===== src/hw/rtl/mpq_pkg.sv =====
// Shared constants, codes and types for the max-priority task queue.
// Used by mpq_cell and max_priority_task_queue_core; depends on nothing else.
package mpq_pkg;

    // Built depth of the cell row and field widths
    localparam int DEPTH  = 16;
    localparam int IDX_W  = (DEPTH > 1) ? $clog2(DEPTH) : 1;
    localparam int CNT_W  = $clog2(DEPTH + 1);
    localparam int PRIO_W = 32;
    localparam int TAG_W  = 16;
    localparam int CAP_W  = 5;

    localparam logic [CAP_W-1:0] CAP_RESET = CAP_W'(16);

    // Request operation codes
    localparam logic FUNC_ADD      = 1'b0;
    localparam logic FUNC_COMPLETE = 1'b1;

    // Best-so-far record handed from cell to cell during a scan
    typedef struct packed {
        logic                     valid;
        logic signed [PRIO_W-1:0] prio;
        logic [TAG_W-1:0]         tag;
        logic [IDX_W-1:0]         idx;
    } t_best;

    // Per-cell control from the sequencer
    typedef struct packed {
        logic load;   // take the new request's entry
        logic shift;  // take the upper neighbor's entry
        logic scan;   // advance the max scan one stage
    } t_cell_ctrl;

    typedef enum logic [1:0] {
        ST_IDLE,
        ST_SCAN,
        ST_DONE
    } t_state;

endpackage


===== src/hw/rtl/mpq_cell.sv =====
// One queue cell: holds an entry and one stage of the max-scan chain.
// Depends on mpq_pkg for widths and the t_best / t_cell_ctrl types.
module mpq_cell (
    input  logic                             i_clk,
    input  logic [mpq_pkg::IDX_W-1:0]        i_index,
    input  logic [mpq_pkg::CNT_W-1:0]        i_count,
    input  mpq_pkg::t_cell_ctrl              i_ctrl,
    input  logic signed [mpq_pkg::PRIO_W-1:0] i_new_prio,
    input  logic [mpq_pkg::TAG_W-1:0]        i_new_tag,
    input  logic signed [mpq_pkg::PRIO_W-1:0] i_nbr_prio,
    input  logic [mpq_pkg::TAG_W-1:0]        i_nbr_tag,
    input  mpq_pkg::t_best                   i_best,
    output logic signed [mpq_pkg::PRIO_W-1:0] o_prio,
    output logic [mpq_pkg::TAG_W-1:0]        o_tag,
    output mpq_pkg::t_best                   o_best
);
    import mpq_pkg::*;

    logic signed [PRIO_W-1:0] r_prio;
    logic [TAG_W-1:0]         r_tag;
    t_best                    r_best;
    logic                     w_occupied;
    logic                     w_take;

    // Hold the entry: load a new one or shift down from the neighbor
    always_ff @(posedge i_clk) begin
        if (i_ctrl.load) begin
            r_prio <= i_new_prio;
            r_tag  <= i_new_tag;
        end else if (i_ctrl.shift) begin
            r_prio <= i_nbr_prio;
            r_tag  <= i_nbr_tag;
        end
    end

    // Take over the best record only on a strictly greater priority,
    // so the earliest entry wins a tie
    assign w_occupied = CNT_W'(i_index) < i_count;
    assign w_take     = w_occupied && (!i_best.valid || (r_prio > i_best.prio));

    always_ff @(posedge i_clk) begin
        if (i_ctrl.scan) begin
            if (w_take) begin
                r_best.valid <= 1'b1;
                r_best.prio  <= r_prio;
                r_best.tag   <= r_tag;
                r_best.idx   <= i_index;
            end else begin
                r_best <= i_best;
            end
        end
    end

    assign o_prio = r_prio;
    assign o_tag  = r_tag;
    assign o_best = r_best;

endmodule


===== src/hw/rtl/max_priority_task_queue_core.sv =====
// Max-priority task queue: a row of DEPTH cells in arrival order.
// A request is accepted in idle; the scan state then runs the max scan
// through the cell chain, and the done state loads the result register
// once it is free. No new request is taken until that hand-over.
// Reset (synchronous, active low) empties the queue and sets capacity to 16.
module max_priority_task_queue_core (
    input  logic                              i_clk,
    input  logic                              i_rst_n,
    // configuration write
    input  logic                              i_cfg_valid,
    output logic                              o_cfg_ready,
    input  logic [mpq_pkg::CAP_W-1:0]         i_cfg_data,
    // request channel
    input  logic                              i_valid,
    output logic                              o_ready,
    input  logic                              i_func,
    input  logic signed [mpq_pkg::PRIO_W-1:0] i_priority_req,
    input  logic [mpq_pkg::TAG_W-1:0]         i_task_tag,
    // result channel
    output logic                              o_valid,
    input  logic                              i_ready,
    output logic                              o_ok,
    output logic [mpq_pkg::CNT_W-1:0]         o_entry_count,
    output logic                              o_is_empty_flag,
    output logic                              o_is_full_flag,
    output logic                              o_top_valid,
    output logic [mpq_pkg::TAG_W-1:0]         o_top_tag,
    output logic signed [mpq_pkg::PRIO_W-1:0] o_top_priority
);
    import mpq_pkg::*;

    logic [CAP_W-1:0]   r_cap;
    logic [CNT_W-1:0]   w_eff_cap;
    t_state             r_state, n_state;
    logic [CNT_W-1:0]   r_count, n_count;
    logic               r_ok, n_ok;
    logic [IDX_W-1:0]   r_scan_cnt, n_scan_cnt;
    logic [IDX_W-1:0]   r_top_idx, n_top_idx;
    logic               w_accept, w_add_ok, w_rem_ok, w_out_free;
    logic               w_do_load, w_do_shift, w_scan_en, w_out_load;

    logic                     r_out_valid;
    logic                     r_out_ok;
    logic [CNT_W-1:0]         r_out_count;
    logic                     r_out_empty;
    logic                     r_out_full;
    logic                     r_out_top_valid;
    logic [TAG_W-1:0]         r_out_tag;
    logic signed [PRIO_W-1:0] r_out_prio;

    logic signed [PRIO_W-1:0] w_prio [DEPTH];
    logic [TAG_W-1:0]         w_tag  [DEPTH];
    t_best                    w_best [DEPTH];
    t_best                    w_best_last;

    // Capacity register, saturated to the built depth
    assign o_cfg_ready = 1'b1;

    always_ff @(posedge i_clk) begin
        if (!i_rst_n) begin
            r_cap <= CAP_RESET;
        end else if (i_cfg_valid && o_cfg_ready) begin
            r_cap <= i_cfg_data;
        end
    end

    assign w_eff_cap = (r_cap > CAP_W'(DEPTH)) ? CNT_W'(DEPTH) : CNT_W'(r_cap);

    // Request decode
    assign o_ready    = (r_state == ST_IDLE);
    assign w_accept   = i_valid && o_ready;
    assign w_add_ok   = (i_func == FUNC_ADD) && (r_count < w_eff_cap);
    assign w_rem_ok   = (i_func == FUNC_COMPLETE) && (r_count != '0);
    assign w_out_free = !r_out_valid || i_ready;
    assign w_best_last = w_best[DEPTH-1];

    // Sequencer: update cells, scan the chain, hand the result over
    always_comb begin
        n_state    = r_state;
        n_count    = r_count;
        n_ok       = r_ok;
        n_scan_cnt = r_scan_cnt;
        n_top_idx  = r_top_idx;
        w_do_load  = 1'b0;
        w_do_shift = 1'b0;
        w_scan_en  = 1'b0;
        w_out_load = 1'b0;
        unique case (r_state)
            ST_IDLE: begin
                if (w_accept) begin
                    w_do_load  = w_add_ok;
                    w_do_shift = w_rem_ok;
                    n_ok       = w_add_ok || w_rem_ok;
                    if (w_add_ok) begin
                        n_count = r_count + CNT_W'(1);
                    end else if (w_rem_ok) begin
                        n_count = r_count - CNT_W'(1);
                    end
                    n_scan_cnt = '0;
                    n_state    = ST_SCAN;
                end
            end
            ST_SCAN: begin
                w_scan_en  = 1'b1;
                n_scan_cnt = r_scan_cnt + IDX_W'(1);
                if (r_scan_cnt == IDX_W'(DEPTH - 1)) begin
                    n_state = ST_DONE;
                end
            end
            ST_DONE: begin
                if (w_out_free) begin
                    w_out_load = 1'b1;
                    n_top_idx  = w_best_last.idx;
                    n_state    = ST_IDLE;
                end
            end
            default: begin
                n_state = ST_IDLE;
            end
        endcase
    end

    always_ff @(posedge i_clk) begin
        if (!i_rst_n) begin
            r_state    <= ST_IDLE;
            r_count    <= '0;
            r_ok       <= 1'b0;
            r_scan_cnt <= '0;
            r_top_idx  <= '0;
        end else begin
            r_state    <= n_state;
            r_count    <= n_count;
            r_ok       <= n_ok;
            r_scan_cnt <= n_scan_cnt;
            r_top_idx  <= n_top_idx;
        end
    end

    // Cell row: entries shift down toward cell 0, best record moves up
    for (genvar gi = 0; gi < DEPTH; gi++) begin : g_cell
        t_cell_ctrl               w_ctrl;
        t_best                    w_best_in;
        logic signed [PRIO_W-1:0] w_nbr_prio;
        logic [TAG_W-1:0]         w_nbr_tag;

        assign w_ctrl.load  = w_do_load && (CNT_W'(gi) == r_count);
        assign w_ctrl.scan  = w_scan_en;

        if (gi == 0) begin : g_first
            assign w_best_in = '0;
        end else begin : g_chain
            assign w_best_in = w_best[gi-1];
        end

        if (gi == DEPTH - 1) begin : g_last
            assign w_ctrl.shift = 1'b0;
            assign w_nbr_prio   = w_prio[gi];
            assign w_nbr_tag    = w_tag[gi];
        end else begin : g_mid
            assign w_ctrl.shift = w_do_shift && (IDX_W'(gi) >= r_top_idx);
            assign w_nbr_prio   = w_prio[gi+1];
            assign w_nbr_tag    = w_tag[gi+1];
        end

        mpq_cell u_cell (
            .i_clk      (i_clk),
            .i_index    (IDX_W'(gi)),
            .i_count    (r_count),
            .i_ctrl     (w_ctrl),
            .i_new_prio (i_priority_req),
            .i_new_tag  (i_task_tag),
            .i_nbr_prio (w_nbr_prio),
            .i_nbr_tag  (w_nbr_tag),
            .i_best     (w_best_in),
            .o_prio     (w_prio[gi]),
            .o_tag      (w_tag[gi]),
            .o_best     (w_best[gi])
        );
    end

    // Result register: hold until taken, next request proceeds meanwhile
    always_ff @(posedge i_clk) begin
        if (!i_rst_n) begin
            r_out_valid <= 1'b0;
        end else if (w_out_load) begin
            r_out_valid <= 1'b1;
        end else if (i_ready) begin
            r_out_valid <= 1'b0;
        end
    end

    always_ff @(posedge i_clk) begin
        if (w_out_load) begin
            r_out_ok        <= r_ok;
            r_out_count     <= r_count;
            r_out_empty     <= (r_count == '0);
            r_out_full      <= (r_count >= w_eff_cap);
            r_out_top_valid <= w_best_last.valid;
            r_out_tag       <= w_best_last.valid ? w_best_last.tag : '0;
            r_out_prio      <= w_best_last.valid ? w_best_last.prio : '0;
        end
    end

    assign o_valid         = r_out_valid;
    assign o_ok            = r_out_ok;
    assign o_entry_count   = r_out_count;
    assign o_is_empty_flag = r_out_empty;
    assign o_is_full_flag  = r_out_full;
    assign o_top_valid     = r_out_top_valid;
    assign o_top_tag       = r_out_tag;
    assign o_top_priority  = r_out_prio;

`ifndef SYNTHESIS
    a_count_bound: assert property (@(posedge i_clk) disable iff (!i_rst_n)
        r_count <= CNT_W'(DEPTH))
        else $error("entry count exceeds built depth");

    a_scan_found: assert property (@(posedge i_clk) disable iff (!i_rst_n)
        (r_state == ST_DONE) |-> (w_best_last.valid == (r_count != '0)))
        else $error("scan result disagrees with entry count");

    a_add_count: assert property (@(posedge i_clk) disable iff (!i_rst_n)
        (w_accept && w_add_ok) |=> (r_count == $past(r_count) + CNT_W'(1)))
        else $error("accepted add did not grow the queue");

    a_result_flags: assert property (@(posedge i_clk) disable iff (!i_rst_n)
        o_valid |-> (o_top_valid == !o_is_empty_flag))
        else $error("top valid and empty flag disagree");
`endif

endmodule

===== config.mk =====
export PLATFORM = sky130hd
export DESIGN_NAME = max_priority_task_queue_core
export DESIGN_NICKNAME = d
export VERILOG_FILES = /design/src/hw/rtl/mpq_pkg.sv /design/src/hw/rtl/mpq_cell.sv /design/src/hw/rtl/max_priority_task_queue_core.sv
export SDC_FILE = /design/constraint.sdc
export NUM_CORES = 2
export LEC_CHECK = 0
export BUFFER_PORTS_ARGS = -buffer_cell sky130_fd_sc_hd__buf_2
export CORE_MARGIN = 10
export CORE_UTILIZATION = 44
export CTS_CLUSTER_DIAMETER = 30
export DETAILED_ROUTE_END_ITERATION = 12
export GPL_TIMING_DRIVEN = 1
export PLACE_DENSITY = 0.64
export SKIP_LAST_GASP = 1
export SLEW_MARGIN = 20
export SYNTH_ARGS = -nofsm -noshare
export SYNTH_HDL_FRONTEND = slang
export SYNTH_SLANG_ARGS = --single-unit

===== constraint.sdc =====
create_clock -name i_clk -period 20.5 [get_ports i_clk]
set_input_delay 4.1 -clock i_clk [delete_from_list [all_inputs] [get_ports i_clk]]
set_output_delay 4.1 -clock i_clk [all_outputs]
set_load 0.05 [all_outputs]

Yosys cells after proc, flatten, opt, wreduce, memory -nomap -nowiden
Cells that the tools add are included.
{ "totals": {"word_cells": 386, "register_bits": 1695, "input_bits": 59} }
{ "classes": {"muxes": 94, "magnitude_cmp": 49, "eq_ne": 21, "n_reduce_logical": 108, "bitwise_logic": 1, "add_sub_neg": 3} }
{ "op_table": {"columns": ["op", "n"], "rows": [
  ["$mux W32", 30],
  ["$mux W52", 15],
  ["$gt A32 B32 Y1", 15],
  ["$mux W16", 30],
  ["$mux W53", 1],
  ["$logic_and A1 B1 Y1", 49],
  ["$eq A4 B5 Y1 const A", 8],
  ["$lt A4 B5 Y1 const A", 8],
  ["$reduce_bool A2 Y1", 18],
  ["$ge A4 B4 Y1 const A", 7],
  ["$eq A3 B5 Y1 const A", 4],
  ["$lt A3 B5 Y1 const A", 4],
  ["$logic_or A1 B1 Y1", 17],
  ["$ge A3 B4 Y1 const A", 4],
  ["$logic_not A1 Y1", 16],
  ["$mux W5", 3],
  ["$eq A2 B5 Y1 const A", 2],
  ["$lt A1 B5 Y1 const A", 2],
  ["$lt A2 B5 Y1 const A", 2],
  ["$mux W1", 9],
  ["$ge A1 B4 Y1 const A", 2],
  ["$ge A2 B4 Y1 const A", 2],
  ["$pmux W4 S2", 1],
  ["$mux W2", 3],
  ["other kinds (20)", 24]
]} }

Longest topological paths before layout
{ "logic_depth": {"depth_word": 8, "ltp_mapped": 14} }

Cells and area by module
A second synthesis with hierarchy kept.
{ "hier_totals": {"hier_cells": 5759, "hier_area_um2": 90105.2} }
{ "modules_own_cells": {"columns": ["mod", "area_per_inst_um2", "n_inst", "cells_per_inst"], "rows": [
  ["mpq_cell", 5408.9, 16, 341],
  ["max_priority_task_queue_core", 3562.2, 1, 303]
]} }

Worst setup path after synthesis
No wires, ideal clock.
{ "synth_timing": {"kind": "flip-flop to flip-flop", "start": "register r_state[1]", "end": "register r_scan_cnt[2]", "synth_period_minus_slack_ps": 18597, "path_stages_with_launch": 7, "t_required_ps": 20385, "path_buffers": 0, "setup_ps": 115, "arrival_ps": 18482, "setup_slack_ps": 1903, "cell_sequence": "dfxtp_1 > nand2b_1 > inv_1 > nor2_1 > o21ai_0 > o21ai_0 > and2_1"} }
{ "synth_between": {"elab_chain_len": 4, "word_cells_on_any_way": 7, "classes_between": "2 x eq/ne; 1 x mux; 4 x reduce/logical"} }
{ "synth_lines": {"columns": ["item", "line_no", "text"], "rows": [
  ["start, declared", "max_priority_task_queue_core.sv:34", "t_state r_state, n_state;"],
  ["start signal, assigned", "max_priority_task_queue_core.sv:131", "r_state <= n_state;"],
  ["$logic_not A2 Y1", "max_priority_task_queue_core.sv:70, max_priority_task_queue_core.sv:88", null],
  ["$logic_and A1 B1 Y1", "max_priority_task_queue_core.sv:71", "assign w_accept = i_valid && o_ready;"],
  ["$ne A2 B1 Y1 (no source line)", null, null],
  ["$reduce_and A2 Y1 (no source line)", null, null],
  ["end signal, assigned", "max_priority_task_queue_core.sv:134", "r_scan_cnt <= n_scan_cnt;"],
  ["end, declared", "max_priority_task_queue_core.sv:37", "logic [IDX_W-1:0] r_scan_cnt, n_scan_cnt;"]
]} }
Parallel ways exist; a longest one is shown, timed or not.
A chain may end at the register's enable or synchronous reset.

Worst setup path in the final report
{ "layout_timing": {"start": "input i_func", "end": "register g_cell[1].u_cell.r_tag[6], enable pin"} }
{ "layout_between": {"elab_chain_len": 6, "word_cells_on_any_way": 10, "classes_between": "4 x mux; 1 x bitwise; 5 x reduce/logical"} }
{ "layout_lines": {"columns": ["item", "line_no", "text"], "rows": [
  ["start, declared", "max_priority_task_queue_core.sv:16", "input logic i_func,"],
  ["$not A1 Y1", "max_priority_task_queue_core.sv:72", "assign w_add_ok = (i_func == FUNC_ADD) && (r_count < w_eff_cap);"],
  ["$logic_and A1 B1 Y1", "max_priority_task_queue_core.sv:72", null],
  ["$mux W1", "max_priority_task_queue_core.sv:90", "if (w_accept) begin"],
  ["$mux W1", "max_priority_task_queue_core.sv:88", "unique case (r_state)"],
  ["$logic_and A1 B1 Y1", "max_priority_task_queue_core.sv:146", "assign w_ctrl.load = w_do_load && (CNT_W'(gi) == r_count);"],
  ["$reduce_bool A2 Y1 (no source line) *", null, null],
  ["end signal, assigned", "mpq_cell.sv:29", "r_tag <= i_new_tag;"],
  ["end signal, assigned", "mpq_cell.sv:32", "r_tag <= i_nbr_tag;"],
  ["end, declared", "mpq_cell.sv:20", "logic [TAG_W-1:0] r_tag;"]
]} }
Mark *: on every way between the ends. The rest lies on a longest branch, timed or not.

==> impl_metrics.env <==
export IMPL_synth_compound_area_frac=0.0452
export IMPL_ys_seq_area_frac=0.604
export IMPL_drt_wl_total_um=188000
export IMPL_clk_pin_slew_ns=0.04
export IMPL_peakVddDrop_v=0.0000794
export IMPL_clockBufferDepth=4
export IMPL_worstPathArrival_ns=6.66
export IMPL_antenna_found_initial=21
export IMPL_holdBufCountCts=0
export IMPL_drv_cap=0
export IMPL_powerDensity_nw_per_um2=126
export IMPL_gr_total_overflow=0
export IMPL_post_dp_cell_area_sq_um=86400
export IMPL_pwr_share_clk=0.490
export IMPL_yosys_area_share_simple=0.0475
export IMPL_io_buffers=117
export IMPL_drive_gt1_frac=0.356
export IMPL_cp_slowest_cell="nor3_2"
export IMPL_min_to="o_ok$_DFFE_PP_"
export IMPL_die_width_um=455
export IMPL_syn_inst=5725
export IMPL_cts_resized=0
export IMPL_cp_end_kind="flop"
export IMPL_ys_types=64
export IMPL_min_path_type="flop to flop"
export IMPL_final_common_cell="edfxtp_1"
export IMPL_dieArea_sq_um=207000
export IMPL_synth_edf_count=1658
export IMPL_ys_flop_type="edfxtp_1"
export IMPL_routedWlPerCell_um=21.3
export IMPL_pre_cts_slack_ns=13.30
export IMPL_wl_met2_um=84200
export IMPL_cts_sinks=1680
export IMPL_yosysTopAreaCellShare=0.599
export IMPL_yosys_warnings=0
export IMPL_finalSetupViolations=0
export IMPL_drt_met1_wl_um=86700
export IMPL_synth_top_area_cell="edfxtp_1"
export IMPL_stdcell_area_sq_um=99400
export IMPL_htree_levels=5
export IMPL_maxSlewHeadroom=0.265
export IMPL_critPathKind="input pin to flop"
export IMPL_place_congestion=0.805
export IMPL_combPwrFrac=0.143
export IMPL_worst_path_max_fanout=48
export IMPL_critPathTopFamily="simple AND/OR/NAND/NOR gates"
export IMPL_drt_pass1_iter_count=8
export IMPL_worstPathCellList="buf_2 -> or2_2 -> nor3_2 -> nand3_2 -> o31ai_4 -> buf_4"
export IMPL_grt_usage=0.179
export IMPL_synthMuxAreaShare=0.191
export IMPL_r2r_slack_ns=16.36
export IMPL_tightest_slew_ns=1.09
export IMPL_syn_area_sq_um=83200
export IMPL_fp_row_count=159
export IMPL_worstHoldPathCells=0
export IMPL_cts_root_buf="clkbuf_16"
export IMPL_synth_fa_ha_area_frac=0.0739
export IMPL_area_growth_pct=19.5
export IMPL_leakage_nw=37.5
export IMPL_grt_max_degree=150
export IMPL_coreArea_sq_um=188000
export IMPL_dp_hpwl_um=123000
export IMPL_reg2reg_depth=9
export IMPL_hold_viol_final=0
export IMPL_drt_iter0_markers=3386
export IMPL_outcome="complete, no violations"
export IMPL_fmax_ghz=0.163
export IMPL_cts_buffers=383
export IMPL_min_period_over_period=0.299
export IMPL_reg2reg_from="r_count[1]$_SDFFE_PN0P_"
export IMPL_final_cell_mix="edfxtp_1 (1658), mux2_2 (1372), inv_1 (533)"
export IMPL_start_util=0.443
export IMPL_async_flop_share=0
export IMPL_syn_area_per_cell_sq_um=14.5
export IMPL_cts_tree="done"
export IMPL_ios=119
export IMPL_synth_xor_area_frac=0.000105
export IMPL_top_layer="met5"
export IMPL_cpPeakStageDelay_ns=0.66
export IMPL_grt_pass1_vias=50100
export IMPL_antenna_left=0
export IMPL_p_sw_mw=3.12
export IMPL_hold_path_startpoint="r_ok$_SDFFE_PN0P_"
export IMPL_fillers=15200
export IMPL_vias=47900
export IMPL_required_ns=21.03
export IMPL_vias_per_cell=5.43
export IMPL_p_int_mw=9.35
export IMPL_crit_buf_inv=2
export IMPL_postCtsSetupBuffers=0
export IMPL_synth_nets=6275
export IMPL_rsz0062_at_grt="no"
export IMPL_seqPwrFrac=0.367
export IMPL_power_mw=12.5
export IMPL_ys_seq_elements=1680
export IMPL_yosys_top_cells_area="edfxtp_1 (60%), mux2_2 (19%), ha_1 (7.4%)"
export IMPL_maxSlewViolCount=0
export IMPL_start_kind="input pin"
export IMPL_p_sw_frac=0.250
export IMPL_skew_ns=0.0632
export IMPL_grt_pass1_wl_um=295000
export IMPL_period_minus_slack_ns=6.13
export IMPL_r2r_end="g_cell[0].u_cell.o_tag[4]$_DFFE_PP_"
export IMPL_wl_met3_um=11000
export IMPL_worst_skew_pair_late_latency_ns=0.94
export IMPL_synth_top_family_by_area="multiplexers"
export IMPL_nets=6561
export IMPL_fp_dieH_um=455
export IMPL_drc=0
export IMPL_setup_tns_ns=0
export IMPL_setup_ws_ns=14.37
-- Yosys cell counts, types with 9 or more instances --
| cell type | n |
|---|---|
| nand2_1 | 211 |
| a211o_1 | 12 |
| inv_1 | 534 |
| ha_1 | 491 |
| nand2b_1 | 21 |
| nor4_1 | 15 |
| mux2_4 | 20 |
| o211ai_1 | 64 |
| and2_1 | 104 |
| nor2b_1 | 32 |
| or2_2 | 26 |
| mux2_2 | 1372 |
| buf_4 | 13 |
| nand3_1 | 108 |
| o21a_1 | 22 |
| o2bb2ai_1 | 15 |
| nor2_1 | 78 |
| buf_1 | 28 |
| nor3_1 | 24 |
| edfxtp_1 | 1658 |
| o21ai_0 | 66 |
| and3_1 | 11 |
| or3_1 | 10 |
| a2111oi_0 | 49 |
| a211oi_1 | 17 |
| clkbuf_1 | 164 |
| dfxtp_1 | 22 |
| and4_1 | 11 |
| buf_2 | 72 |
| a21o_1 | 48 |
| a2111o_1 | 9 |
| a21oi_1 | 212 |
| mux2i_1 | 11 |
| nand4_1 | 107 |
-- layer usage --
metal	track usage	vias up
met5	0.00161	-
met1	0.251	23800
met2	0.274	1375
met4	0.0696	2
met3	0.0388	380
li1	-	22300
-- registers in the layout, summed over array words and instances, names as in the netlist, 5 cells and up --
register,count
o_top_tag,16
o_entry_count,5
g_cell.u_cell.o_tag,256
g_cell.u_cell.o_prio,512
r_count,5
o_top_priority,32
r_cap,5
g_cell.u_cell.o_best,833
-- final cells by class --
cell class,count,area [sq um],share of cell area
diodes,24,60.1,0.000604
clock buffers,434,9990,0.100
clock inverters,252,2880,0.0289
inverters,534,2010,0.0202
multi-input cells,3231,30000,0.302
flip-flops and latches,1680,50200,0.505
well taps,2495,3120,0.0314
repair buffers,181,1100,0.0111
-- cells by family (layout without fill, tap and decap cells) --
logic type,Yosys count,in the layout
flops,1680,1680
mux,1403,1403
buf+inv,814,1401
simple gates,766,766
compound gates,569,569
fa+ha+maj,491,491
other cells,1,25
xor+xnor,1,1
-- metrics by stage --
step,util,instances,hold WS (ns)
floorplan,-,5725,0.408
global placement,0.460,8120,0.430
detailed placement,0.460,8121,0.433
CTS,0.529,8807,0.442
global route,0.529,8824,0.446
finish,0.529,8831,0.433
-- power groups by stage --
stage,logic [mW],registers [mW],clock network (mW)
floorplan,1.34,4.63,0
global route,1.98,4.62,6.38
CTS,1.80,4.58,6.19
global placement,1.73,4.63,0
finish,1.79,4.58,6.11
detailed placement,1.78,4.62,0
-- worst max path at each step --
stage	to	cells past startpoint	start	slack (ns)
6_report	g_cell[1].u_cell.o_tag[6]$_DFFE_PP_	6	i_func	14.37
3_3_place_gp	g_cell[7].u_cell.o_tag[11]$_DFFE_PP_	6	i_func	13.32
2_1_floorplan	r_scan_cnt[2]$_SDFFE_PN0P_	6	r_state[1]$_SDFFE_PN0P_	1.90
3_5_place_dp	g_cell[7].u_cell.o_tag[12]$_DFFE_PP_	6	i_func	13.30
5_1_grt	g_cell[1].u_cell.o_tag[4]$_DFFE_PP_	6	i_func	14.31
4_1_cts	g_cell[7].u_cell.o_tag[8]$_DFFE_PP_	6	i_func	14.29
(Power assumes the default switching activity.)
